<file path="config.mk">
export PLATFORM = sky130hd
export DESIGN_NAME = ggpc_cordic
export DESIGN_NICKNAME = d
export VERILOG_FILES = /design/src/design/ggpc_pkg.sv /design/src/design/ggpc_cordic.sv
export SDC_FILE = /design/constraint.sdc
export NUM_CORES = 1
export LEC_CHECK = 0
export ABC_AREA = 1
export ABC_CLOCK_PERIOD_IN_PS = 7900
export BUFFER_PORTS_ARGS = -buffer_cell sky130_fd_sc_hd__buf_2
export CAP_MARGIN = 30
export CORE_UTILIZATION = 30
export DETAILED_ROUTE_END_ITERATION = 12
export PLACE_DENSITY = 0.45
export SETUP_SLACK_MARGIN = 0.15
export SYNTH_ARGS = -nofsm -noshare
export SYNTH_HDL_FRONTEND = slang
export SYNTH_SLANG_ARGS = --single-unit
</file>
<file path="constraint.sdc">
create_clock -name i_clk -period 7.9 [get_ports i_clk]
set_clock_uncertainty 0.1 [all_clocks]
set_input_delay 1.185 -clock i_clk [delete_from_list [all_inputs] [get_ports i_clk]]
set_output_delay 1.185 -clock i_clk [all_outputs]
set_load 0.05 [all_outputs]
</file>
<file path="src/design/ggpc_pkg.sv">
// -----------------------------------------------------------------------------
// Go-to-goal controller package
// Widths, constants, CORDIC angle table and rounding helpers.
// -----------------------------------------------------------------------------
package ggpc_pkg;

    localparam int CORDIC_STEPS = 16;
    localparam int TABLE_LEN    = 24;
    localparam int STEPS        = (CORDIC_STEPS < TABLE_LEN) ? CORDIC_STEPS : TABLE_LEN;
    localparam int STEP_W       = 5;

    // CORDIC vector width and angle width (29 fraction bits).
    localparam int CW = 36;
    localparam int AW = 34;

    // Shared multiplier operand widths.
    localparam int MA_W = 34;
    localparam int MB_W = 31;
    localparam int MP_W = MA_W + MB_W;

    localparam logic signed [AW-1:0] ANG_PI      = 34'sd1686629713;
    localparam logic signed [AW-1:0] ANG_HALF_PI = 34'sd843314857;
    localparam logic [29:0]          INV_GAIN    = 30'd652032875;

    localparam logic [7:0] LIN_GAIN_RST = 8'd32;
    localparam logic [7:0] ANG_GAIN_RST = 8'd32;
    localparam logic [7:0] GOAL_TOL_RST = 8'd3;

    // Register indexes on the configuration port.
    localparam logic [1:0] REG_LIN_GAIN = 2'd0;
    localparam logic [1:0] REG_ANG_GAIN = 2'd1;
    localparam logic [1:0] REG_GOAL_TOL = 2'd2;

    typedef struct packed {
        logic start;
        logic vectoring;
    } t_cordic_ctl;

    function automatic logic signed [AW-1:0] f_atan(input logic [STEP_W-1:0] idx);
        logic signed [AW-1:0] v;
        case (idx)
            5'd0:    v = 34'sd421657428;
            5'd1:    v = 34'sd248918915;
            5'd2:    v = 34'sd131521918;
            5'd3:    v = 34'sd66762579;
            5'd4:    v = 34'sd33510843;
            5'd5:    v = 34'sd16771758;
            5'd6:    v = 34'sd8387925;
            5'd7:    v = 34'sd4194219;
            5'd8:    v = 34'sd2097141;
            5'd9:    v = 34'sd1048575;
            5'd10:   v = 34'sd524288;
            5'd11:   v = 34'sd262144;
            5'd12:   v = 34'sd131072;
            5'd13:   v = 34'sd65536;
            5'd14:   v = 34'sd32768;
            5'd15:   v = 34'sd16384;
            5'd16:   v = 34'sd8192;
            5'd17:   v = 34'sd4096;
            5'd18:   v = 34'sd2048;
            5'd19:   v = 34'sd1024;
            5'd20:   v = 34'sd512;
            5'd21:   v = 34'sd256;
            5'd22:   v = 34'sd128;
            5'd23:   v = 34'sd64;
            default: v = '0;
        endcase
        return v;
    endfunction

    // Round to nearest, ties toward +inf, then saturate to 16 bits.
    function automatic logic [15:0] f_round_sat(input logic signed [MP_W-1:0] v,
                                                input int sh);
        logic signed [MP_W-1:0] t;
        t = (v + (MP_W'(1) <<< (sh - 1))) >>> sh;
        if (t > MP_W'(32767))
            return 16'h7FFF;
        else if (t < -MP_W'(32768))
            return 16'h8000;
        else
            return t[15:0];
    endfunction

endpackage

</file>
<file path="src/design/ggpc_cordic.sv">
// -----------------------------------------------------------------------------
// Go-to-goal CORDIC unit
// One shift-add stage reused for every iteration, rotation or vectoring mode.
// -----------------------------------------------------------------------------
module ggpc_cordic import ggpc_pkg::*; (
    input  logic                 i_clk,
    input  logic                 i_rst_n,
    input  t_cordic_ctl          i_ctl,
    input  logic signed [CW-1:0] i_x,
    input  logic signed [CW-1:0] i_y,
    input  logic signed [AW-1:0] i_z,
    output logic                 o_done,
    output logic signed [CW-1:0] o_x,
    output logic signed [CW-1:0] o_y,
    output logic signed [AW-1:0] o_z
);

    logic                 r_busy, r_vec, r_done;
    logic [STEP_W-1:0]    r_step;
    logic signed [CW-1:0] r_x, r_y;
    logic signed [AW-1:0] r_z;

    logic signed [CW-1:0] xs, ys;
    logic signed [AW-1:0] ang;
    logic                 sel;

    always_comb begin
        xs  = r_x >>> r_step;
        ys  = r_y >>> r_step;
        ang = f_atan(r_step);
        // Rotation follows the residual angle; vectoring drives y toward zero.
        sel = r_vec ? !(r_y > 0) : (r_z >= 0);
    end

    always_ff @(posedge i_clk) begin
        if (!i_rst_n) begin
            r_busy <= 1'b0;
            r_done <= 1'b0;
        end else begin
            r_done <= 1'b0;
            if (i_ctl.start) begin
                r_busy <= 1'b1;
            end else if (r_busy && r_step == STEP_W'(STEPS - 1)) begin
                r_busy <= 1'b0;
                r_done <= 1'b1;
            end
        end
    end

    always_ff @(posedge i_clk) begin
        if (i_ctl.start) begin
            r_x    <= i_x;
            r_y    <= i_y;
            r_z    <= i_z;
            r_vec  <= i_ctl.vectoring;
            r_step <= '0;
        end else if (r_busy) begin
            if (sel) begin
                r_x <= r_x - ys;
                r_y <= r_y + xs;
                r_z <= r_z - ang;
            end else begin
                r_x <= r_x + ys;
                r_y <= r_y - xs;
                r_z <= r_z + ang;
            end
            r_step <= r_step + 1'b1;
        end
    end

    assign o_done = r_done;
    assign o_x    = r_x;
    assign o_y    = r_y;
    assign o_z    = r_z;

endmodule

</file>
==> results of run 1 <==
-- cell families after synthesis --
kind of cell | count (synthesis)
AOI/OAI and AO/OA | 438
DFF | 143
xor gates and xnor gates | 92
buffers and inverters | 393
adders and majority gates | 118
and+or+nand+nor | 1945
-- path summary, 6_finish.rpt --
| path | from | to | slack, ps |
|---|---|---|---|
| max | o_y[34] | o_x[25] | 1110 |
| min | r_busy | o_done | 430 |
| max reg2reg | o_y[34] | o_x[25] | 1110 |
| min reg2reg | r_busy | o_done | 430 |
-- cells in the mapped netlist, drive strengths merged (19+ instances only) --
master	instances	area [sq um]
inv	278	1050
nand4	26	163
clkbuf	38	143
nand2	1026	3890
buf	75	407
nor3	34	205
ha	115	1440
xnor2	33	289
or2	50	313
dfxtp	36	721
nor2	267	1040
a31oi	25	156
o21ai	164	847
xor2	59	517
a21oi	162	811
o21a	19	150
nand3	506	2560
edfxtp	107	3210
-- layer usage --
| layer | up-vias | GRT usage | wire (um) |
|---|---|---|---|
| met5 | - | 0 | 0 |
| met1 | 9997 | 0.331 | 36400 |
| met4 | 0 | 0.0800 | 2260 |
| met2 | 646 | 0.436 | 39200 |
| met3 | 96 | 0.0400 | 4430 |
| li1 | 10800 | - | - |
-- layout make-up --
cell class              count  area [sq um]
multi-input cells        2593         13200
inverters                 280          1060
clock inverters            15           168
diodes                      1          2.50
fillers                  6993         40700
flip-flops and latches    143          3940
clock buffers              17           425
well taps                 837          1050
repair buffers            238          1280
-- through the flow --
step	utilization	area, sq um	worst slack [ps]
floorplan	-	18800	3090
global placement	0.332	20500	1130
detailed placement	0.333	20600	1270
CTS	0.342	21200	1240
global route	0.342	21200	798
finish	0.342	21200	1110
-- sequential cells by signal (all words and copies together) (netlist names) --
register	cells
o_x	36
o_y	36
o_z	34
ang	29
r_step	5
o_done	1
r_busy	1
r_vec	1
-- worst reg2reg max path, cell delays in order, from the launching register on --
cell and delay, ps:
edfxtp_1 560, or2_2 360, nor4_1 360, nand4_1 240, o211ai_1 310, nand2_4 410
clkinv_1 610, buf_4 380, nor2_1 90, xor2_1 370, ha_1 410, a21oi_1 210
nand2_1 290, a21oi_1 300, inv_1 80, nand2_1 60, nand2_1 90, a21oi_1 240
o21ai_0 240, a21oi_1 190, inv_1 90, nand2_1 70, nand2_1 90, or2_2 280
nand3_1 70, nand2_1 50
==> results by group, run 1 <==
Run status
  • Run status: finished clean

GRT
  • Vias in the first global route: 20.4k
  • GRT Residual Overflow: 0
  • Largest net degree at the start of global routing: 71
  • Tot GR Track Use: 0.256
  • First-pass GRT wire length: 124 mm
  • Initial antenna violation count: 1

Logic synthesis
  • Mux share of post-synthesis cell area: 0
  • Seq/Total Area, Yosys: 0.209
  • Main combinational cell family by area after synthesis: simple AND/OR/NAND/NOR gates
  • Post-synthesis adder-cell area fraction: 0.0798
  • XOR/XNOR share of the synthesized area: 0.0429
  • Area fraction in compound gates after synthesis: 0.134
  • Syn Area/Cell: 6.00 sq um
  • Top FF cell, synth: edfxtp_1
  • Syn Nets: 3357
  • Seq cells post-synth: 143
  • Ys async rst share: 0
  • Simple-gate share of the synthesized area: 0.449
  • Synth warn: 0
  • Synth cell types: 56
  • Number of flops mapped to enable cells by yosys: 107
  • Cells after synthesis: 3129
  • Mapped Area: 18800 sq um

Detailed routing
  • Via count: 21.5k
  • Wire per inst: 20.0 um
  • Initial DRC Count: 1776
  • Final ANT Viol Nets: 0
  • Vias per inst: 5.22
  • Drt drc: 0
  • Routed WL: 82.3 mm
  • DRT Pass-1 Iters: 7

CTS
  • # hold bufs at CTS: 0
  • TritonCTS clock tree: done
  • Resize count post-CTS: 0
  • Total CTS buffers: 17
  • Max Buffers Root-to-Sink: 2
  • Setup repair bufs after CTS: 0
  • Clock Sinks: 143
  • Clock latency on the worst-skew pair: 500 ps
  • Clock slew at reported path FFs: 80 ps
  • CTS H-tree depth: 4
  • CTS Root Cell: clkbuf_16

Timing
  • Hold Vio Cnt, Final: 0
  • Slew at the pin closest to its max-slew limit: 1070 ps
  • Upper clock frequency limit: 147 MHz
  • TNS Setup: 0 ps
  • Max Slew Vio Count: 0
  • Fin crit share: 0.860
  • Max_slew headroom: 0.280
  • Final setup vio count: 0
  • Final min period: 6790 ps
  • Hold Slack: 426 ps
  • RSZ-0062 raised after global routing: no

Floorplan
  • Die Width: 252 um
  • FP Rows: 91
  • Die height: 252 um
  • Boundary Pins: 217
  • Core area: 61800 sq um
  • Initial Util: 0.304
  • Die area: 63600 sq um

Critical path
  • Crit path launch type: register
  • Critical Path Stages: 25
  • Worst setup EP type: register
  • Slowest CP cell: edfxtp_1
  • CP Max Fanout: 57
  • Critical Path Max Stage Delay: 560 ps
  • CP Class: register to register
  • WP buf/inv: 4
  • Crit path DAT: 6950 ps
  • CP required: 8060 ps
  • Crit path top cell by count: nand2_1
  • R2R depth: 25
  • Critical path's top delay family: simple AND/OR/NAND/NOR gates

Min path
  • Hold path cells: 2
  • Hold WC Path Type: register to register

Layout
  • Layout Cells excl Fill: 4124
  • Fraction of layout cells with a size suffix above 1: 0.116
  • Layout area overhead: 12.7%
  • Commonest non-fill, non-tap cells in the layout: 1013 x nand2_1, 502 x nand3_1, 268 x inv_1
  • Commonest non-fill, non-tap cell in the layout: nand2_1
  • Post-layout nets: 3501

Placed design
  • Inst Count DP: 4091
  • Routability congestion estimate: 0.932
  • Hpwl dp: 66.5 mm
  • Port-buffer cells: 216

Run
  • Maxcap violations: 0
Power of run 1 is not shown: default switching activity piles up to over one toggle a cycle in this logic, so the estimate is an artifact.
==> inputs of run 2 (changes only) <==
--- a/config.mk
+++ b/config.mk
@@ -7,7 +7,7 @@
 export LEC_CHECK = 0
 export ABC_AREA = 1
 export ABC_CLOCK_PERIOD_IN_PS = 7900
-export BUFFER_PORTS_ARGS = -buffer_cell sky130_fd_sc_hd__buf_2
+export BUFFER_PORTS_ARGS = -buffer_cell sky130_fd_sc_hd__clkbuf_2
 export CAP_MARGIN = 30
 export CORE_UTILIZATION = 30
 export DETAILED_ROUTE_END_ITERATION = 12
==> run 2 against run 1 <==
Via count fell by 0.16%. Sequential cell count did not move. Register-to-register slack improved by 340 ps. Die area did not move. Final area barely moved. Fmax rose by 5.4%. Routed wire length fell by 1.8%. Critical path depth rose by 4. Cell count barely moved. Worst hold slack improved by 39 ps. Global-route usage fell by 0.32 points. First-iteration DRC count fell by 1.6%.
==> results by group, run 2 (same netlist as run 1, synthesis figures left out) <==
Run status
  • Run status: finished clean

Critical path
  • Critical Path Max Stage Delay: 740 ps (+180 ps)
  • Worst setup EP type: register
  • Crit path top cell by count: nand3_1
  • CP Class: register to register
  • WP buf/inv: 7 (+3)
  • Crit path DAT: 6590 ps (-360 ps)
  • Critical path's top delay family: simple AND/OR/NAND/NOR gates
  • CP required: 8050 ps (about the same)
  • CP Max Fanout: 49 (-14%)
  • Crit path launch type: register
  • Slowest CP cell: nor4_1

Detailed routing
  • Wire per inst: 19.6 um (-1.8%)
  • Initial DRC Count: 1747 (-1.6%)
  • Vias per inst: 5.21 (-0.11%)
  • DRT Pass-1 Iters: 6 (-1)
  • Final ANT Viol Nets: 0 (unchanged)
  • Routed WL: 80.8 mm (-1.8%)
  • Via count: 21.5k (-0.16%)
  • Drt drc: 0 (unchanged)

Layout
  • Layout area overhead: 12.7% (about the same)
  • Commonest non-fill, non-tap cells in the layout: 1013 x nand2_1, 502 x nand3_1, 268 x inv_1
  • Commonest non-fill, non-tap cell in the layout: nand2_1
  • Post-layout nets: 3499 (-0.057%)
  • Fraction of layout cells with a size suffix above 1: 0.115 (-0.000843)

Timing
  • Upper clock frequency limit: 155 MHz (+5.4%)
  • Max_slew headroom: 0.407 (+0.127)
  • Final setup vio count: 0 (unchanged)
  • Slew at the pin closest to its max-slew limit: 877 ps (-188 ps)
  • Hold Vio Cnt, Final: 0 (unchanged)
  • TNS Setup: 0 ps (unchanged)
  • RSZ-0062 raised after global routing: no
  • Final min period: 6450 ps (-345 ps)
  • Max Slew Vio Count: 0 (unchanged)
  • Hold Slack: 465 ps (+39.0 ps)
  • Fin crit share: 0.816 (-0.0437)

Placed design
  • Hpwl dp: 65.3 mm (-1.9%)
  • Routability congestion estimate: 0.919 (-1.3%)
  • Port-buffer cells: 216 (unchanged)

CTS
  • Max Buffers Root-to-Sink: 2 (unchanged)
  • # hold bufs at CTS: 0 (unchanged)
  • Total CTS buffers: 17 (unchanged)
  • Clock slew at reported path FFs: 70 ps (about the same)
  • CTS Root Cell: clkbuf_16
  • Resize count post-CTS: 0 (unchanged)
  • Clock latency on the worst-skew pair: 490 ps (about the same)
  • Clock Sinks: 143 (unchanged)
  • Setup repair bufs after CTS: 0 (unchanged)
  • CTS H-tree depth: 4 (unchanged)
  • TritonCTS clock tree: done

GRT
  • Initial antenna violation count: 1 (unchanged)
  • Vias in the first global route: 20.8k (+1.7%)
  • First-pass GRT wire length: 123 mm (-0.52%)
  • Largest net degree at the start of global routing: 71 (unchanged)
  • GRT Residual Overflow: 0 (unchanged)
  • Tot GR Track Use: 0.253 (-0.00322)

Floorplan
  • Boundary Pins: 217 (unchanged)
  • Die height: 252 um (unchanged)
  • Die Width: 252 um (unchanged)
  • FP Rows: 91 (unchanged)
  • Core area: 61800 sq um (unchanged)
  • Initial Util: 0.304 (unchanged)
  • Die area: 63600 sq um (unchanged)

Min path
  • Hold WC Path Type: register to register

Run
  • Maxcap violations: 0 (unchanged)
run 2: changes by cell type in the layout (fill, tap and decap cells not counted), moves of 2 or more:
cell,delta
inv_8,-3
clkbuf_2,+215
clkbuf_16,+2
clkinv_2,+2
buf_2,-216
run 2: per-stage QoR:
step | util | area (sq um) | instances | worst slack, ps
3_3_place_gp | 0.332 | 20500 | 4087 | 1610
6_report | 0.342 | 21200 | 4122 | 1450
4_1_cts | 0.342 | 21200 | 4121 | 1510
2_1_floorplan | - | 18800 | 3129 | 3090
5_1_grt | 0.342 | 21200 | 4122 | 997
3_5_place_dp | 0.333 | 20600 | 4089 | 1530
run 2: worst reg2reg max path, delay by kind of cell, from the launching register on:
family          cells  cell delay [ps]
buf+inv             7             1300
simple gates       16             3030
xor+xnor            1              290
fa+ha+maj           2              520
compound gates      3              630
flops               1              330
run 2: path summary, 6_finish.rpt:
kind	slack [ps]	cells after the start	start	end
worst max-delay path	1450	29	r_step[1]	o_y[35]
worst min-delay path	460	2	r_busy	o_done
worst max register to register	1450	29	r_step[1]	o_y[35]
worst min register to register	460	2	r_busy	o_done
run 2: area by class of cell:
type	count	area, sq um
Fill cell	7043	40700
Clock buffer	20	479
Inverter	280	1060
Clock inverter	12	118
Multi-Input combinational cell	2593	13200
Tap cell	837	1050
Sequential cell	143	3940
Antenna cell	1	2.50
Timing Repair Buffer	236	1280
run 2: layer usage:
layer,vias up,global-route usage,part of all wire
met5,-,0,0
met4,0,0.0843,0.028
met3,95,0.0371,0.049
met2,617,0.435,0.48
met1,9996,0.322,0.44
li1,10800,-,-
Power of run 2 is left out for the same reason.
==> inputs of run 3 (changes only) <==
--- a/config.mk
+++ b/config.mk
@@ -6,12 +6,12 @@
 export NUM_CORES = 1
 export LEC_CHECK = 0
 export ABC_AREA = 1
-export ABC_CLOCK_PERIOD_IN_PS = 7900
+export ABC_CLOCK_PERIOD_IN_PS = 5300
 export BUFFER_PORTS_ARGS = -buffer_cell sky130_fd_sc_hd__clkbuf_2
 export CAP_MARGIN = 30
 export CORE_UTILIZATION = 30
 export DETAILED_ROUTE_END_ITERATION = 12
-export PLACE_DENSITY = 0.45
+export PLACE_DENSITY = 0.46
 export SETUP_SLACK_MARGIN = 0.15
 export SYNTH_ARGS = -nofsm -noshare
 export SYNTH_HDL_FRONTEND = slang
==> constraint.sdc (replaced) <==
create_clock -name i_clk -period 5.3 [get_ports i_clk]
set_clock_uncertainty 0.1 [all_clocks]
set_input_delay 0.795 -clock i_clk [delete_from_list [all_inputs] [get_ports i_clk]]
set_output_delay 0.795 -clock i_clk [all_outputs]
set_load 0.05 [all_outputs]
==> run 3 against run 2 <==
Cell count up 2.1%. Sequential cell count unchanged. Highest routed layer unchanged. Worst hold slack worse by 89 ps. Register-to-register slack worse by 1100 ps. Die area unchanged. Critical path depth down 3.
==> results by group, run 3 (same netlist as run 1, synthesis figures left out) <==
GRT
  • GRT Residual Overflow: 0 (unchanged)
  • First-pass GRT wire length: 124 mm (+0.78%)
  • Tot GR Track Use: 0.255 (+0.00175)
  • Vias in the first global route: 20.8k (+0.20%)
  • Initial antenna violation count: 1 (unchanged)
  • Largest net degree at the start of global routing: 75 (+5.6%)

Critical path
  • FF-to-FF End: o_x[26]
  • R2r setup slk: 340 ps (-1120 ps)
  • CP Max Fanout: 18 (-63%)
  • Crit path launch type: register
  • Beginning of the critical path: r_step[0]
  • R2R depth: 26 (-10%)
  • Crit path DAT: 5110 ps (-1480 ps)
  • Worst setup EP type: register
  • CP required: 5440 ps (-2610 ps)
  • Worst R2R Start: r_step[0]
  • Setup crit end: o_x[26]
  • CP Class: register to register

CTS
  • Total CTS buffers: 17 (unchanged)
  • Clock latency on the worst-skew pair: 510 ps (+20 ps)
  • CTS Root Cell: clkbuf_16
  • TritonCTS clock tree: done
  • # hold bufs at CTS: 0 (unchanged)
  • Clock Sinks: 143 (unchanged)
  • Max Buffers Root-to-Sink: 2 (unchanged)
  • Clock slew at reported path FFs: 70 ps (about the same)
  • CTS H-tree depth: 4 (unchanged)

Timing
  • Final setup vio count: 0 (unchanged)
  • Max_slew headroom: 0.337 (-0.0693)
  • Fin crit share: 0.937 (+0.121)
  • Slew at the pin closest to its max-slew limit: 994 ps (+116 ps)
  • Hold Slack: 376 ps (-89.2 ps)
  • Final min period: 4960 ps (-1480 ps)
  • Max Slew Vio Count: 0 (unchanged)
  • RSZ-0062 raised after global routing: yes
  • Hold Vio Cnt, Final: 0 (unchanged)
  • Upper clock frequency limit: 201 MHz (+30%)
  • Worst Slack Setup Final: 336 ps (-1120 ps)

Placed design
  • Routability congestion estimate: 0.971 (+5.6%)
  • Worst slack, placed: -358 ps (-1890 ps)
  • Port-buffer cells: 216 (unchanged)
  • Hpwl dp: 67.1 mm (+2.8%)

Run
  • Maxcap violations: 0 (unchanged)

Layout
  • Fraction of layout cells with a size suffix above 1: 0.156 (+0.0416)
  • Commonest non-fill, non-tap cell in the layout: nand2_1
  • Post-layout nets: 3585 (+2.5%)
  • Layout area overhead: 19.1%
  • Commonest non-fill, non-tap cells in the layout: 1010 x nand2_1, 494 x nand3_1, 268 x inv_1

Detailed routing
  • DRT Pass-1 Iters: 6 (unchanged)
  • Initial DRC Count: 1948 (+12%)
  • Routed WL: 83.4 mm (+3.2%)
  • Via count: 22.0k (+2.2%)
  • Vias per inst: 5.22 (about the same)
  • Drt drc: 0 (unchanged)
  • Wire per inst: 19.8 um (+1.0%)
  • Final ANT Viol Nets: 0 (unchanged)

Floorplan
  • FP Rows: 91 (unchanged)
  • Core area: 61800 sq um (unchanged)
  • Die Width: 252 um (unchanged)
  • Die area: 63600 sq um (unchanged)
  • Initial Util: 0.304 (unchanged)
  • Die height: 252 um (unchanged)
  • Boundary Pins: 217 (unchanged)

Run status
  • Run status: finished clean

Min path
  • Hold WC Path Type: input port to register
[run 3: per-layer routing]
layer  wire, um  GRT usage  vias to the layer above
li1           -          -                    11000
met1      37100      0.334                    10200
met2      39900      0.432                      668
met3       4280     0.0367                       96
met4       2030     0.0732                        0
met5          0          0                        -
[run 3: what timing repair did]
| item | CTS | global route |
|---|---|---|
| resized for setup | 12 | 102 |
| endpoints found under the setup margin | 16 | 37 |
| pin swaps | 0 | 16 |
| gates cloned | 0 | 4 |
| buffers inserted | 2 | 12 |
[run 3: cell type report]
class                      instances  area (sq um)
inverter                         280          1090
timing repair inverter             2          22.5
timing repair buffer             320          2050
clock buffer                      20           468
sequential                       143          3940
tap                              837          1050
multi-input combinational       2593         13600
antenna                            1          2.50
fill                            6934         39500
clock inverter                    12           100
[run 3: worst min-delay path by stage]
stage	from	cells past startpoint	slack (ps)	to
5_1_grt	i_ctl[0]	1	350	r_vec
4_1_cts	i_ctl[0]	1	330	r_vec
2_1_floorplan	r_busy	2	370	o_done
6_report	i_ctl[0]	1	380	r_vec
3_5_place_dp	r_busy	2	480	o_done
3_3_place_gp	r_busy	2	480	o_done
[run 3: stage by stage]
step                cell area, sq um  instances  TNS (ps)  utilization
floorplan                      18800       3129         0            -
global placement               21100       4157      -742        0.342
detailed placement             21100       4157      -859        0.342
CTS                            21800       4191         0        0.352
global route                   22400       4208         0        0.362
finish                         22400       4208         0        0.362
[run 3: worst max-delay path: stages (launching register included)]
cell and delay (ps):
dfxtp_4 420, buf_4 180, clkbuf_16 190, nand2_1 80
nand3_1 100, nand3_1 120, nand3_1 170, nand2_1 140
nand2_1 70, nand2_1 220, nand3_2 190, nor2_4 210
nand3_1 120, nor2_1 160, nand3_1 90, nand2_1 80
xor2_1 220, ha_1 350, a21o_1 230, a31oi_2 350
o21ai_2 170, nand2_1 90, nand2_1 100, a21oi_1 180
nor2_1 50, o21ai_0 240, nand2_1 80
Power of run 3 is left out for the same reason.
